===== config.mk =====
export PLATFORM = sky130hd
export DESIGN_NAME = emt_ram
export DESIGN_NICKNAME = d
export VERILOG_FILES = /design/src/hdl/emt_ram.sv
export SDC_FILE = /design/constraint.sdc
export NUM_CORES = 1
export LEC_CHECK = 0
export BUFFER_PORTS_ARGS = -buffer_cell sky130_fd_sc_hd__buf_2
export CAP_MARGIN = 20
export CORE_AREA = 10 10 125 127
export DETAILED_ROUTE_END_ITERATION = 16
export DIE_AREA = 0 0 135 137
export GPL_TIMING_DRIVEN = 0
export HOLD_SLACK_MARGIN = 0.12
export PLACE_DENSITY = 0.56
export SYNTH_ARGS = -nofsm -noshare
export SYNTH_HDL_FRONTEND = slang
export SYNTH_SLANG_ARGS = --single-unit

===== constraint.sdc =====
create_clock -name clock -period 1.8 [get_ports clock]
set_input_delay 0.09 -clock clock [delete_from_list [all_inputs] [get_ports clock]]
set_output_delay 0.09 -clock clock [all_outputs]
set_load 0.05 [all_outputs]

===== src/hdl/emt_ram.sv =====
// Generic single-write, single-read RAM with a registered read port.
// Depends on nothing.
module emt_ram #(
   parameter int WIDTH = 8,
   parameter int DEPTH = 16
) (
   input  logic                     clock,
   input  logic                     wr_en,
   input  logic [$clog2(DEPTH)-1:0] wr_addr,
   input  logic [WIDTH-1:0]         wr_data,
   input  logic [$clog2(DEPTH)-1:0] rd_addr,
   output logic [WIDTH-1:0]         rd_data
);

   logic [WIDTH-1:0] mem_ff [DEPTH];

   // Write port and registered read port.
   always_ff @(posedge clock) begin
      if (wr_en) begin
         mem_ff[wr_addr] <= wr_data;
      end
      rd_data <= mem_ff[rd_addr];
   end

endmodule


==> impl_metrics.json <==
{
  "cp_slowest_stage_delay_ps": 510,
  "ys_seq_elements": 136,
  "vias": 2388,
  "clk_latency_ps": 410,
  "grt_max_degree": 17,
  "dp_hpwl_um": 6570,
  "grt_pass1_vias": 2556,
  "nNetsFinal": 302,
  "die_w_um": 135,
  "layout-drive-gt1-share_pct": 27.9,
  "combPwrFrac_pct": 5.8,
  "synth_cells": 229,
  "slew_viol_final": 0,
  "yosysSeqAreaShare_pct": 77.8,
  "setup_viol": 0,
  "gp_congestion": 0.700,
  "yosys-top-cells-area": "edfxtp_1, mux4_2, mux4_1, dfxtp_1, a22oi_1",
  "totalPowerFinal_mw": 7.29,
  "clock.fmax_mhz": 700,
  "start_kind": "flip-flop",
  "place_inst": 433,
  "swShare_pct": 19.7,
  "cp_slowest_cell": "mux4_2",
  "clk_pin_slew_ps": 50,
  "p_per_area_mw_per_mm2": 1180,
  "drv_cap": 0,
  "arrival_ps": 1700,
  "period_share_pct": 79.3,
  "synthArstFlopShare_pct": 0,
  "start_util_pct": 39.3,
  "cts_max_level": 4,
  "diodes": 0,
  "routed_wl_um": 10200,
  "grt-ovfl-total": 0,
  "cts_buffers": 17,
  "clk_root_buffer_cell": "clkbuf_16",
  "drc": 0,
  "antenna_found_initial": 0,
  "crit_fanout": 1,
  "detail-route-antenna-nets": 0,
  "cts_tree": "done",
  "fin_util_pct": 47.2,
  "p_seq_share_pct": 48.8,
  "port_buffers": 24,
  "outcome": "finished, final reports clean",
  "syn-num-nets": 247,
  "switching_power_mw": 1.43,
  "synth_flop_cell": "edfxtp_1",
  "final_hold_viol_count": 0,
  "grt_setup_unrepaired": "false",
  "path_class": "reg -> reg",
  "synth_edf_count": 128,
  "track_usage_pct": 11.8,
  "ys_warn_count": 0,
  "fin_skew_ps": 7.48,
  "synthMostInstantiatedCell": "edfxtp_1",
  "dieArea_mm2": 0.0185,
  "syn_avg_cell_area_um2": 22.5,
  "path_cells": "mux4_2 > a22oi_1 > nand2_1",
  "rows": 42,
  "critical_path_required_ps": 2070,
  "p_clk_share_pct": 45.4,
  "io-pin-count": 26,
  "drt_iter0_drc": 241,
  "internal-power_mw": 5.86,
  "tightest_slew_ps": 846,
  "netlist.top_cell.by_area": "edfxtp_1",
  "r2r_slack_ps": 370,
  "first_pass_iters": 4,
  "clockBufferDepth": 2,
  "end_kind": "flip-flop",
  "p_leak_nw": 2.08,
  "period_minus_slack_ps": 1430,
  "peakVddDrop_mv": 0.595,
  "slew_headroom_pct": 43.4,
  "viasPerCell": 5.05,
  "layout.cells.non_filler": 473,
  "area_delta_synth_final_pct": 19.9,
  "netlist_top_cells_count": "edfxtp_1, mux4_2, a22oi_1",
  "synth_area_mm2": 0.00515,
  "post_drt_wl_per_cell_um": 21.5,
  "grt_pass1_wl_um": 15500,
  "post_cts_buffers": 0,
  "cts.sinks": 136,
  "hold_class": "in -> reg",
  "synth_top_area_share_pct": 74.7,
  "die_y_um": 137,
  "synth.distinct_cells": 19,
  "core-area_mm2": 0.0131
}
-- critical path: cells and delay by family, from the launching register on --
kind	cells	cell delay [ps]
mux	1	510
compound gates	1	340
flops	1	360
simple gates	1	90
-- power by group through the flow --
stage	registers, mW	clock network [mW]	logic (mW)
finish	3.56	3.31	0.425
floorplan	3.70	0	0.180
global placement	3.62	0	0.410
global route	3.56	3.52	0.458
CTS	3.56	3.35	0.433
detailed placement	3.62	0	0.419
-- routing by layer --
layer / up-vias / routed length (µm) / share of wire [%] / global-route usage (%)
li1: 1081 / - / - / -
met1: 1227 / 4420 / 43 / 15.1
met2: 70 / 5020 / 49 / 18.4
met3: 10 / 593 / 5.8 / 3.37
met4: 0 / 132 / 1.3 / 5.38
met5: - / 0 / 0 / 0
-- area by class of cell --
class	count	area, µm²
Fill cell	1080	6920
Sequential cell	136	4000
Tap cell	176	220
Multi-Input combinational cell	83	1060
Buffer	10	86.3
Timing Repair Buffer	36	223
Clock inverter	2	35.0
Clock buffer	30	544
-- registers in the layout (all words and copies together), names as in the netlist --
name     flops
rd_data      8
mem_ff     128
-- metrics by stage --
step	TNS, ps	hold slack [ps]	setup slack (ps)	instance area, µm²
3_3_place_gp	-5000	497	-403	5490
6_report	0	136	372	6170
2_1_floorplan	0	189	217	5150
4_1_cts	0	121	337	6170
3_5_place_dp	-7.66	514	-2.00	5510
5_1_grt	0	137	316	6170
-- kinds of logic after synthesis --
kind of cell    Yosys count  share of synthesized area [%]
compound gates           16                           2.33
buf+inv                  10                           1.68
flops                   136                           77.8
mux                      32                           15.0
simple gates             35                           3.18
-- placed cells by master (no fill, tap or decap), drive strengths merged, types with 2 or more instances in the layout --
| master | instances |
|---|---|
| a22oi | 16 |
| buf | 35 |
| clkbuf | 30 |
| clkdlybuf4s25 | 3 |
| dfxtp | 8 |
| dlygate4sd3 | 8 |
| edfxtp | 128 |
| mux4 | 32 |
| nand2 | 9 |
| nand2b | 2 |
| nand3b | 2 |
| nor2 | 13 |
| nor3 | 4 |
-- path summary, 6_finish.rpt --
| check | from | to | depth (start not counted) |
|---|---|---|---|
| min | wr_addr[0] | mem_ff[4][5] | 2 |
| min reg2reg | mem_ff[8][2] | rd_data[2] | 3 |
| max | mem_ff[15][0] | rd_data[0] | 3 |
| max reg2reg | mem_ff[15][0] | rd_data[0] | 3 |
-- repair_timing --
action / CTS / global route
hold buffers: 8 / 0
endpoints found under the hold margin: 128 / 0
gates resized for setup: 0 / 0
Power figures use the tool's default switching activity.
